<file path="src/rtl/core/fge_pkg.sv">
`default_nettype none

package fge_pkg;

    // Bitmap byte and field widths
    localparam int BYTE_BITS    = 8;
    localparam int ORIGIN_W     = 9;
    localparam int COORD_W      = 10;
    localparam int PIX_COLOR_W  = 18;
    localparam int SIDE_REG_W   = 6;
    localparam int CLIP_W       = 16;
    localparam int CFG_DATA_W   = 32;
    localparam int CFG_IDX_W    = 3;
    localparam int LANE_IDX_W   = 3;
    localparam int COUNT_W      = 4;

    // Register reset values
    localparam logic [SIDE_REG_W-1:0] RST_GLYPH_W   = 6'd8;
    localparam logic [SIDE_REG_W-1:0] RST_GLYPH_H   = 6'd16;
    localparam logic [CFG_DATA_W-1:0] RST_CLIP_LT   = 32'd0;
    localparam logic [CFG_DATA_W-1:0] RST_CLIP_RB   = 32'd15729000;

    // Configuration register map
    typedef enum logic [CFG_IDX_W-1:0] {
        CFG_GLYPH_WIDTH  = 3'd0,
        CFG_GLYPH_HEIGHT = 3'd1,
        CFG_FORE_COLOR   = 3'd2,
        CFG_BACK_COLOR   = 3'd3,
        CFG_RIGHT_ALIGN  = 3'd4,
        CFG_CLIP_LT      = 3'd5,
        CFG_CLIP_RB      = 3'd6
    } t_cfg_idx;

endpackage

`default_nettype wire

</file>
<file path="src/rtl/core/font_glyph_expander.sv">
`default_nettype none

// Font glyph expander.
// Three channels, each valid/ready: a configuration write channel (register
// index and data, always ready), an input channel of font bytes with a
// glyph-start flag and origin, and an output channel of pixels (x, y, color,
// foreground flag, last-of-byte flag).
// Each accepted byte updates the row/column counters in the accept cycle and
// loads up to eight visible pixels into a job register; the job register
// feeds one pixel per cycle, while the receiver is ready, into the output
// register, so a byte's first pixel passes through the job register and then
// the output register. The visible pixels leave one at a time through the
// single-pixel output register; a byte with no visible pixel loads no job.
// A new byte is accepted in the same cycle the last pixel of the previous
// byte moves to the output register, so bytes flow back to back.
// Reset restores the register defaults (8x16 glyph, white on black, clip
// window 360x240) and drops any glyph in progress. When the receiver stalls,
// the output register holds its pixel, the job register holds the rest, and
// input ready drops once the job register is still occupied.

module font_glyph_expander #(
    parameter int MAX_GLYPH_SIDE = 32,
    parameter int COLOR_BITS     = 18
) (
    input  wire                               i_clk,
    input  wire                               i_rst_n,
    // configuration writes
    input  wire                               i_cfg_valid,
    output logic                              o_cfg_ready,
    input  wire  [fge_pkg::CFG_IDX_W-1:0]     i_cfg_index,
    input  wire  [fge_pkg::CFG_DATA_W-1:0]    i_cfg_data,
    // font byte requests
    input  wire                               i_valid,
    output logic                              o_ready,
    input  wire  [fge_pkg::BYTE_BITS-1:0]     i_font_byte,
    input  wire                               i_glyph_start,
    input  wire  [fge_pkg::ORIGIN_W-1:0]      i_origin_x,
    input  wire  [fge_pkg::ORIGIN_W-1:0]      i_origin_y,
    // pixel results
    output logic                              o_valid,
    input  wire                               i_ready,
    output logic [fge_pkg::COORD_W-1:0]       o_pixel_x,
    output logic [fge_pkg::COORD_W-1:0]       o_pixel_y,
    output logic [fge_pkg::PIX_COLOR_W-1:0]   o_pixel_color,
    output logic                              o_is_foreground,
    output logic                              o_last
);

    localparam int SW = $clog2(MAX_GLYPH_SIDE + 1);
    localparam int CW = (COLOR_BITS < fge_pkg::PIX_COLOR_W) ? COLOR_BITS
                                                            : fge_pkg::PIX_COLOR_W;
    localparam int NB = fge_pkg::BYTE_BITS;
    localparam int XW = fge_pkg::COORD_W;

    // configuration registers
    logic [fge_pkg::SIDE_REG_W-1:0] r_glyph_w, r_glyph_h;
    logic [CW-1:0]                  r_fore, r_back;
    logic                           r_right;
    logic [fge_pkg::CFG_DATA_W-1:0] r_clip_lt, r_clip_rb;

    // glyph walk state
    logic [SW-1:0]                  r_col, r_row, n_col, n_row;
    logic [fge_pkg::ORIGIN_W-1:0]   r_org_x, r_org_y, n_org_x, n_org_y;
    logic                           r_active, n_active;

    // job register: pixels of one byte still to be sent
    logic                           r_job_valid;
    logic [NB-1:0]                  r_mask, r_bits, n_mask, n_bits;
    logic [XW-1:0]                  r_base_x, r_y, n_base_x, n_y;

    // output register
    logic                           r_out_valid;
    logic [XW-1:0]                  r_out_x, r_out_y;
    logic [fge_pkg::PIX_COLOR_W-1:0] r_out_color;
    logic                           r_out_fg, r_out_last;

    logic                           in_acc, emit, job_last;
    logic [fge_pkg::LANE_IDX_W-1:0] lane;
    logic [NB-1:0]                  mask_rest;

    logic [SW-1:0]                  w_eff, h_eff, col_eff, rem, col_sum;
    logic [fge_pkg::ORIGIN_W-1:0]   org_x, org_y;
    logic                           act_eff;
    logic [fge_pkg::LANE_IDX_W-1:0] skip;
    logic [fge_pkg::COUNT_W-1:0]    avail, count;
    logic [NB-1:0]                  byte_al;
    logic [XW-1:0]                  x_i;
    logic [fge_pkg::CLIP_W-1:0]     cl, ct, cr, cb;
    logic                           y_in;

    assign o_cfg_ready = 1'b1;

    assign cl = r_clip_lt[fge_pkg::CLIP_W-1:0];
    assign ct = r_clip_lt[fge_pkg::CFG_DATA_W-1:fge_pkg::CLIP_W];
    assign cr = r_clip_rb[fge_pkg::CLIP_W-1:0];
    assign cb = r_clip_rb[fge_pkg::CFG_DATA_W-1:fge_pkg::CLIP_W];

    // clamp glyph sides to 1..MAX_GLYPH_SIDE
    always_comb begin
        if (r_glyph_w == '0) begin
            w_eff = SW'(1);
        end else if (8'(r_glyph_w) > 8'(MAX_GLYPH_SIDE)) begin
            w_eff = SW'(MAX_GLYPH_SIDE);
        end else begin
            w_eff = SW'(r_glyph_w);
        end
        if (r_glyph_h == '0) begin
            h_eff = SW'(1);
        end else if (8'(r_glyph_h) > 8'(MAX_GLYPH_SIDE)) begin
            h_eff = SW'(MAX_GLYPH_SIDE);
        end else begin
            h_eff = SW'(r_glyph_h);
        end
    end

    // pick lowest pending pixel of the job
    always_comb begin
        lane = '0;
        for (int i = NB - 1; i >= 0; i--) begin
            if (r_mask[i]) begin
                lane = fge_pkg::LANE_IDX_W'(i);
            end
        end
    end

    assign mask_rest = r_mask & ~(NB'(1) << lane);
    assign job_last  = (mask_rest == '0);
    assign emit      = r_job_valid && (!r_out_valid || i_ready);
    assign o_ready   = !r_job_valid || (emit && job_last);
    assign in_acc    = i_valid && o_ready;

    // per-byte decode: counters, alignment, clip mask
    always_comb begin
        org_x   = i_glyph_start ? i_origin_x : r_org_x;
        org_y   = i_glyph_start ? i_origin_y : r_org_y;
        act_eff = i_glyph_start || r_active;
        if (i_glyph_start) begin
            col_eff = '0;
            n_row   = '0;
        end else begin
            col_eff = (r_col >= w_eff) ? '0 : r_col;
            n_row   = r_row;
        end

        // leading pad bits in right-aligned mode: (-w) mod 8
        skip = '0;
        if (r_right && col_eff == '0) begin
            skip = fge_pkg::LANE_IDX_W'(~w_eff[fge_pkg::LANE_IDX_W-1:0] + 1'b1);
        end
        avail = fge_pkg::COUNT_W'(NB) - fge_pkg::COUNT_W'(skip);
        rem   = w_eff - col_eff;
        count = (8'(rem) < 8'(avail)) ? fge_pkg::COUNT_W'(rem) : avail;

        byte_al  = i_font_byte << skip;
        n_base_x = XW'(org_x) + XW'(col_eff);
        n_y      = XW'(org_y) + XW'(n_row);
        y_in     = (fge_pkg::CLIP_W'(n_y) >= ct) && (fge_pkg::CLIP_W'(n_y) < cb);

        n_mask = '0;
        n_bits = '0;
        for (int i = 0; i < NB; i++) begin
            x_i       = n_base_x + XW'(i);
            n_bits[i] = byte_al[NB-1-i];
            n_mask[i] = act_eff && (fge_pkg::COUNT_W'(i) < count) && y_in
                        && (fge_pkg::CLIP_W'(x_i) >= cl) && (fge_pkg::CLIP_W'(x_i) < cr);
        end

        // advance column and row
        col_sum  = col_eff + SW'(count);
        n_col    = col_sum;
        n_active = act_eff;
        n_org_x  = org_x;
        n_org_y  = org_y;
        if (!act_eff) begin
            n_col = r_col;
        end else if (col_sum >= w_eff) begin
            n_col = '0;
            n_row = n_row + 1'b1;
            if (n_row >= h_eff) begin
                n_row    = '0;
                n_active = 1'b0;
            end
        end
    end

    // registers
    always_ff @(posedge i_clk) begin
        if (!i_rst_n) begin
            r_glyph_w   <= fge_pkg::RST_GLYPH_W;
            r_glyph_h   <= fge_pkg::RST_GLYPH_H;
            r_fore      <= '1;
            r_back      <= '0;
            r_right     <= 1'b0;
            r_clip_lt   <= fge_pkg::RST_CLIP_LT;
            r_clip_rb   <= fge_pkg::RST_CLIP_RB;
            r_col       <= '0;
            r_row       <= '0;
            r_org_x     <= '0;
            r_org_y     <= '0;
            r_active    <= 1'b0;
            r_job_valid <= 1'b0;
            r_out_valid <= 1'b0;
        end else begin
            // configuration writes
            if (i_cfg_valid) begin
                case (fge_pkg::t_cfg_idx'(i_cfg_index))
                    fge_pkg::CFG_GLYPH_WIDTH:
                        r_glyph_w <= i_cfg_data[fge_pkg::SIDE_REG_W-1:0];
                    fge_pkg::CFG_GLYPH_HEIGHT:
                        r_glyph_h <= i_cfg_data[fge_pkg::SIDE_REG_W-1:0];
                    fge_pkg::CFG_FORE_COLOR:  r_fore    <= i_cfg_data[CW-1:0];
                    fge_pkg::CFG_BACK_COLOR:  r_back    <= i_cfg_data[CW-1:0];
                    fge_pkg::CFG_RIGHT_ALIGN: r_right   <= i_cfg_data[0];
                    fge_pkg::CFG_CLIP_LT:     r_clip_lt <= i_cfg_data;
                    fge_pkg::CFG_CLIP_RB:     r_clip_rb <= i_cfg_data;
                    default: ;
                endcase
            end

            // output register
            if (emit) begin
                r_out_valid <= 1'b1;
                r_out_x     <= r_base_x + XW'(lane);
                r_out_y     <= r_y;
                r_out_fg    <= r_bits[lane];
                r_out_color <= fge_pkg::PIX_COLOR_W'(r_bits[lane] ? r_fore : r_back);
                r_out_last  <= job_last;
            end else if (i_ready) begin
                r_out_valid <= 1'b0;
            end

            // job register: load a new byte, or retire the pixel just sent
            if (in_acc && n_mask != '0) begin
                r_job_valid <= 1'b1;
                r_mask      <= n_mask;
                r_bits      <= n_bits;
                r_base_x    <= n_base_x;
                r_y         <= n_y;
            end else if (emit) begin
                r_mask <= mask_rest;
                if (job_last) begin
                    r_job_valid <= 1'b0;
                end
            end

            // accept a font byte
            if (in_acc) begin
                r_col    <= n_col;
                r_row    <= n_row;
                r_org_x  <= n_org_x;
                r_org_y  <= n_org_y;
                r_active <= n_active;
            end
        end
    end

    assign o_valid         = r_out_valid;
    assign o_pixel_x       = r_out_x;
    assign o_pixel_y       = r_out_y;
    assign o_pixel_color   = r_out_color;
    assign o_is_foreground = r_out_fg;
    assign o_last          = r_out_last;

endmodule

`default_nettype wire
</file>
<file path="config.mk">
export PLATFORM = sky130hd
export DESIGN_NAME = font_glyph_expander
export DESIGN_NICKNAME = d
export VERILOG_FILES = /design/src/rtl/core/fge_pkg.sv /design/src/rtl/core/font_glyph_expander.sv
export SDC_FILE = /design/constraint.sdc
export NUM_CORES = 1
export LEC_CHECK = 0
export ABC_AREA = 1
export BUFFER_PORTS_ARGS = -buffer_cell sky130_fd_sc_hd__buf_4
export CORE_UTILIZATION = 55
export DETAILED_ROUTE_END_ITERATION = 8
export GPL_ROUTABILITY_DRIVEN = 0
export PLACE_DENSITY = 0.8
export SLEW_MARGIN = 10
export SYNTH_ARGS = -nofsm -noshare
export SYNTH_HDL_FRONTEND = slang
export SYNTH_SLANG_ARGS = --single-unit
</file>
<file path="constraint.sdc">
create_clock -name i_clk -period 6.3 [get_ports i_clk]
set_clock_uncertainty 0.05 [all_clocks]
set_input_delay 0.945 -clock i_clk [delete_from_list [all_inputs] [get_ports i_clk]]
set_output_delay 0.945 -clock i_clk [all_outputs]
set_load 0.05 [all_outputs]
</file>
-- Word-level counts from Yosys, hierarchy flattened
Index checks and enable logic that the tools add are counted.
- reduce and logical (&&, ||, !) cells: 64
- shift operators: 2
- equality and inequality tests: 6
- mux-type cells: 36
- $lt $le $gt $ge: 33
- add/sub/neg operators: 15
- bitwise logic cells: 3
- operator list (kind ; number):
    >= comparator 10 x 16 -> 1 bit ; 9
    < comparator 10 x 16 -> 1 bit ; 9
    2-to-1 mux 6 bit ; 11
    adder 10 x 3 -> 10 bit (second input constant) ; 4
    logical AND 1 bit ; 38
    2-to-1 mux 3 bit ; 9
    AND reduction 2 bit ; 12
    adder 10 x 2 -> 10 bit (second input constant) ; 2
    adder 9 x 6 -> 10 bit ; 2
    >= comparator 6 bit ; 3
    zero test 6 bit ; 3
    2-to-1 mux 18 bit ; 1
    2-to-1 mux 9 bit ; 2
    < comparator 3 x 4 -> 1 bit (first input constant) ; 4
    2-to-1 mux 8 bit ; 2
    greater-than comparator 6 bit (second input constant) ; 2
    adder 10 x 1 -> 10 bit (second input constant) ; 1
    adder 10 x 3 -> 10 bit ; 1
    == test 3 bit (second input constant) ; 3
    2-to-1 mux 1 bit ; 9
    bitwise AND 8 bit ; 1
    zero test 8 bit ; 1
    < comparator 1 x 4 -> 1 bit (first input constant) ; 2
    < comparator 2 x 4 -> 1 bit (first input constant) ; 2
    other kinds (20) ; 26
- word-level logic and storage cells: 182
- register bits after elaboration: 222
- bits of input ports: 67

-- Logic depth before layout (Yosys ltp)
- depth in word-level cells: 21
- gate-level depth with buffers: 44
- gate-level depth less buffers: 44

-- Worst setup path after synthesis
OpenSTA, ideal clock, no wires.
- path kind: input port to flip-flop
- start point: in i_glyph_start
- end point: reg r_base_x[0] (enable)
- path slack: -0.273 ns
- buffers on the path: 4
- data required time: 5.867 ns
- setup time: 0.383 ns
- stages on the path: 31
- arrival time: 6.141 ns
- path through: buf_4 > clkbuf_1 > clkbuf_1 > clkbuf_1 > nand2_1 > o21ai_0 > ha_1 > inv_1 > fa_1 > xnor2_1 > ha_1 > a21oi_1 > nor3_1 > nand3_1 > xnor2_1 > ha_1 > nand2_1 > inv_1 > nand4_1 > o211ai_1 > nand3_1 > nand2_1 > nand2_1 > nand2_1 > nor2_1 > nand3_1 > nand2_1 > nor2_2 > nand3_4 > nand3_1 > inv_1
- elaborated cells on any way between the ends: 83
- those cells by class: add/sub: 11; order compare: 27; mux: 6; reduce/logical: 39
- RTL lines (element ; RTL line ; text):
    start: declaration ; font_glyph_expander.sv:36 ; input wire i_glyph_start,
    2-to-1 mux 9 bit (*) ; font_glyph_expander.sv:134 ; org_x = i_glyph_start ? i_origin_x : r_org_x;
    net n_org_x (one bit) ; font_glyph_expander.sv:63 ; logic [fge_pkg::ORIGIN_W-1:0] r_org_x, r_org_y, n_org_x, n_org_y;
    adder 9 x 6 -> 10 bit (*) ; font_glyph_expander.sv:155 ; n_base_x = XW'(org_x) + XW'(col_eff);
    net n_base_x[2] ; font_glyph_expander.sv:69 ; logic [XW-1:0] r_base_x, r_y, n_base_x, n_y;
    adder 10 x 1 -> 10 bit (tied with other cells) ; font_glyph_expander.sv:162 ; x_i = n_base_x + XW'(i);
    >= comparator 10 x 16 -> 1 bit ; font_glyph_expander.sv:165 ; && (fge_pkg::CLIP_W'(x_i) >= cl) && (fge_pkg::CLIP_W'(x_i) < cr);
    logical AND 1 bit (2 in a row) ; font_glyph_expander.sv:165 ;
    nonzero test 8 bit (*) ; font_glyph_expander.sv:233 ; if (in_acc && n_mask != '0) begin
    logical AND 1 bit (*) ; font_glyph_expander.sv:233 ;
    AND reduction 2 bit (no line) (*) ; n/a ;
    end signal: assignment ; font_glyph_expander.sv:237 ; r_base_x <= n_base_x;
    end: declaration ; font_glyph_expander.sv:69 ;
The timed path passes the listed nets; every way through them passes the cells marked *.
A chain may end at the register's enable or synchronous reset.

-- Final worst setup path
- start point: reg r_glyph_w[0] (netlist name)
- end point: reg r_row[2]
- word-level cells in the longest chain between the ends: 16
- elaborated cells on any way between the ends: 20
- those cells by class: add/sub: 4; order compare: 4; mux: 8; bitwise: 1; reduce/logical: 3
- ends and longest elaborated chain (element ; RTL line ; text):
    start: declaration ; font_glyph_expander.sv:56 ; logic [fge_pkg::SIDE_REG_W-1:0] r_glyph_w, r_glyph_h;
    start signal: assignment ; font_glyph_expander.sv:189 ; r_glyph_w <= fge_pkg::RST_GLYPH_W;
    start signal: assignment ; font_glyph_expander.sv:208 ; r_glyph_w <= i_cfg_data[fge_pkg::SIDE_REG_W-1:0];
    greater-than comparator 6 bit ; font_glyph_expander.sv:102 ; end else if (8'(r_glyph_w) > 8'(MAX_GLYPH_SIDE)) begin
    2-to-1 mux 6 bit ; font_glyph_expander.sv:102 ;
    2-to-1 mux 6 bit (*) ; font_glyph_expander.sv:100 ; if (r_glyph_w == '0) begin
    >= comparator 6 bit ; font_glyph_expander.sv:141 ; col_eff = (r_col >= w_eff) ? '0 : r_col;
    2-to-1 mux 6 bit ; font_glyph_expander.sv:141 ;
    2-to-1 mux 6 bit ; font_glyph_expander.sv:137 ; if (i_glyph_start) begin
    zero test 6 bit ; font_glyph_expander.sv:147 ; if (r_right && col_eff == '0) begin
    logical AND 1 bit ; font_glyph_expander.sv:147 ;
    2-to-1 mux 3 bit ; font_glyph_expander.sv:147 ;
    subtractor 4 x 3 -> 4 bit ; font_glyph_expander.sv:150 ; avail = fge_pkg::COUNT_W'(NB) - fge_pkg::COUNT_W'(skip);
    < comparator 6 x 4 -> 1 bit ; font_glyph_expander.sv:152 ; count = (8'(rem) < 8'(avail)) ? fge_pkg::COUNT_W'(rem) : avail;
    2-to-1 mux 4 bit ; font_glyph_expander.sv:152 ;
    adder 6 x 4 -> 6 bit ; font_glyph_expander.sv:169 ; col_sum = col_eff + SW'(count);
    >= comparator 6 bit (*) ; font_glyph_expander.sv:176 ; end else if (col_sum >= w_eff) begin
    2-to-1 mux 6 bit (*) ; font_glyph_expander.sv:176 ;
    2-to-1 mux 6 bit (*) ; font_glyph_expander.sv:174 ; if (!act_eff) begin
    end signal: assignment ; font_glyph_expander.sv:249 ; r_row <= n_row;
    end: declaration ; font_glyph_expander.sv:62 ; logic [SW-1:0] r_col, r_row, n_col, n_row;
Mark *: on every way between the ends. The rest lies on a longest branch, timed or not.

==> impl_metrics.env <==
export IMPL_syn_to_final_growth_pct=16.4
export IMPL_setup_viol=0
export IMPL_first_pass_iters=6
export IMPL_die_w_um=169
export IMPL_synth_top_area_share_pct=19.2
export IMPL_worstPathMaxFanout=8
export IMPL_maxCapViolCount=0
export IMPL_grt_overflow_total=0
export IMPL_cp_common_cell="nand2_1"
export IMPL_dpl_cell_area_um2=16700
export IMPL_antenna_found_initial=0
export IMPL_cp_slowest_stage_delay_ns=0.31
export IMPL_drc_errors=0
export IMPL_dp_slack_ns=0.158
export IMPL_vias=13803
export IMPL_clk_path_buf_depth=3
export IMPL_power_mw=4.92
export IMPL_synthFlopType="dfxtp_1"
export IMPL_grt_util_met2_pct=48.5
export IMPL_cp_required_ns=6.68
export IMPL_critPathKind="register to register"
export IMPL_die_area_um2=28400
export IMPL_whs_ns=0.390
export IMPL_switching_power_mw=1.79
export IMPL_diodes=0
export IMPL_fin_crit_ns=6.02
export IMPL_clock_sinks=222
export IMPL_grt_pass1_wl_um=63300
export IMPL_syn_avg_cell_area_um2=7.69
export IMPL_power_density_nw_per_um2=277
export IMPL_hold_viol=0
export IMPL_fmax_mhz=166
export IMPL_fin_util_pct=65.5
export IMPL_post_drt_via_cell_ratio=5.49
export IMPL_intPower_mw=3.13
export IMPL_worstSkewPairLatency_ns=0.55
export IMPL_clkTransAtPathRegs_ns=0.07
export IMPL_yosys_area_top_type="dfxtp_1"
export IMPL_synthesis_area_um2=15200
export IMPL_synth_edf_count=76
export IMPL_period_share_pct=95.6
export IMPL_final_cell_mix="nand2_1, inv_1, ha_1"
export IMPL_avgRoutedWirePerCell_um=15.7
export IMPL_finalSetupTns_ns=0
export IMPL_grt_max_degree=124
export IMPL_synth_fp_nets=2270
export IMPL_ios=110
export IMPL_endpoint_kind="register"
export IMPL_row_count=60
export IMPL_slew_headroom_pct=27.0
export IMPL_stdcell_count=2514
export IMPL_met1_usage_pct=34.0
export IMPL_nets=2411
export IMPL_grt_pass1_vias=13214
export IMPL_antenna_left=0
export IMPL_critPathArrivalTime_ns=6.40
export IMPL_synthArstFlopShare_pct=0
export IMPL_design_area_um2=17700
export IMPL_port_buffers=108
export IMPL_cts_buffers=24
export IMPL_status="finished, final reports clean"
export IMPL_final_max_slew_viol_count=0
export IMPL_drive_gt1_share_pct=14.1
export IMPL_cp_start_kind="register"
export IMPL_p_clk_share_pct=29.9
export IMPL_layout_commonest_cell="nand2_1"
export IMPL_grt_util_met3_pct=3.95
export IMPL_die_h_um=169
export IMPL_placed_cells=2458
export IMPL_hp_class="register to register"
export IMPL_switching_share_pct=36.4
export IMPL_p_seq_share_pct=34.7
export IMPL_slowest_stage="dfxtp_1"
export IMPL_max_vdd_ir_drop_v=0.000212
export IMPL_start_util_pct=56.3
export IMPL_drt_iter0_markers=1101
export IMPL_fin_ws_ns=0.276
export IMPL_grt_busiest_layer="met2"
export IMPL_cts_tree="done"
export IMPL_drt_total_wl_um=39500
export IMPL_ys_types=53
export IMPL_leakagePower_nw=8.51
export IMPL_grtUsageTotal_pct=27.4
export IMPL_synthTopCellsByArea="dfxtp_1, ha_1, edfxtp_1"
export IMPL_clock_root_buffer="clkbuf_16"
export IMPL_synth_seq_cells=222
export IMPL_rsz0062_at_grt="yes"
export IMPL_h_tree_depth=1
export IMPL_worst_pin_slew_ns=1.09
export IMPL_synth_cells=1983
export IMPL_synth_seq_area_share_pct=34.1
export IMPL_ys_warn_count=0
export IMPL_dpl_hpwl_um=29200
export IMPL_power_frac_comb_pct=35.4
export IMPL_core_area_um2=27100
==> power by group through the flow <==
stage	registers [mW]	clock network, mW	logic [mW]
after floorplan	1.82	0	1.07
after global placement	1.73	0	1.58
after detailed placement	1.73	0	1.64
after CTS	1.70	1.49	1.65
after global routing	1.72	1.54	1.95
final	1.71	1.47	1.74
==> logic make-up after synthesis <==
group	count (synthesis)	synth area share (%)
mux	5	0.328
buf+inv	352	8.76
xor+xnor	59	3.44
flops	222	34.1
other cells	1	0.0246
compound gates	409	14.5
simple gates	715	20.5
fa+ha+maj	220	18.3
==> registers in the layout, summed over array words and instances (netlist names), 18 cells and up <==
name           cells
r_clip_lt         32
r_clip_rb         32
r_back            18
o_pixel_color     18
r_fore            18
==> cell type report <==
class                           count  area [um2]
Clock buffer                       28         637
Clock inverter                     16         195
Fill cell                        2181        9360
Inverter                          303        1150
Multi-Input combinational cell   1409        8840
Sequential cell                   222        5200
Tap cell                          372         465
Timing Repair Buffer              163        1250
Timing Repair inverter              1        5.00
==> synth_stat cells, types with 10 or more instances <==
library cell,instances
nand2_2,16
nand3_1,98
a21oi_1,171
or2_2,10
o21ai_0,176
nand2_1,356
o211ai_1,17
ha_1,215
xnor2_1,15
inv_1,291
dfxtp_1,146
nand4_1,17
edfxtp_1,76
xor2_1,43
nor2_1,177
clkbuf_1,44
==> path summary, 6_finish.rpt <==
path                                   from                     end  slack, ns  cells past startpoint
setup / recovery  r_glyph_w[0]$_SDFFE_PN0P_   r_row[2]$_SDFFE_PN0P_       0.28                     38
hold / removal             r_y[2]$_DFFE_PP_  o_pixel_y[2]$_DFFE_PP_       0.39                      0
setup reg to reg  r_glyph_w[0]$_SDFFE_PN0P_   r_row[2]$_SDFFE_PN0P_       0.28                     38
hold reg to reg            r_y[2]$_DFFE_PP_  o_pixel_y[2]$_DFFE_PP_       0.39                      0
==> critical path: cells and delay by family, from the launching register on <==
kind / cells / cell delay [ns]
DFF: 1 / 0.31
AOI/OAI and AO/OA: 7 / 1.01
adders and majority gates: 5 / 1.36
buffers and inverters: 3 / 0.19
and+or+nand+nor: 22 / 2.75
xor gates and xnor gates: 1 / 0.23
==> layer usage <==
| layer | vias to the layer above | part of all wire, % |
|---|---|---|
| met5 | - | 0 |
| met4 | 0 | 3.3 |
| met3 | 100 | 6.1 |
| met2 | 435 | 48 |
| met1 | 6449 | 43 |
| li1 | 6819 | - |
==> what timing repair did <==
item                                    CTS  global route
resized for setup                         0            34
setup buffers                             0            11
hold buffers                              0             0
endpoints found under the setup margin    0            57
Note: power is estimated with default switching activity, not from simulation.
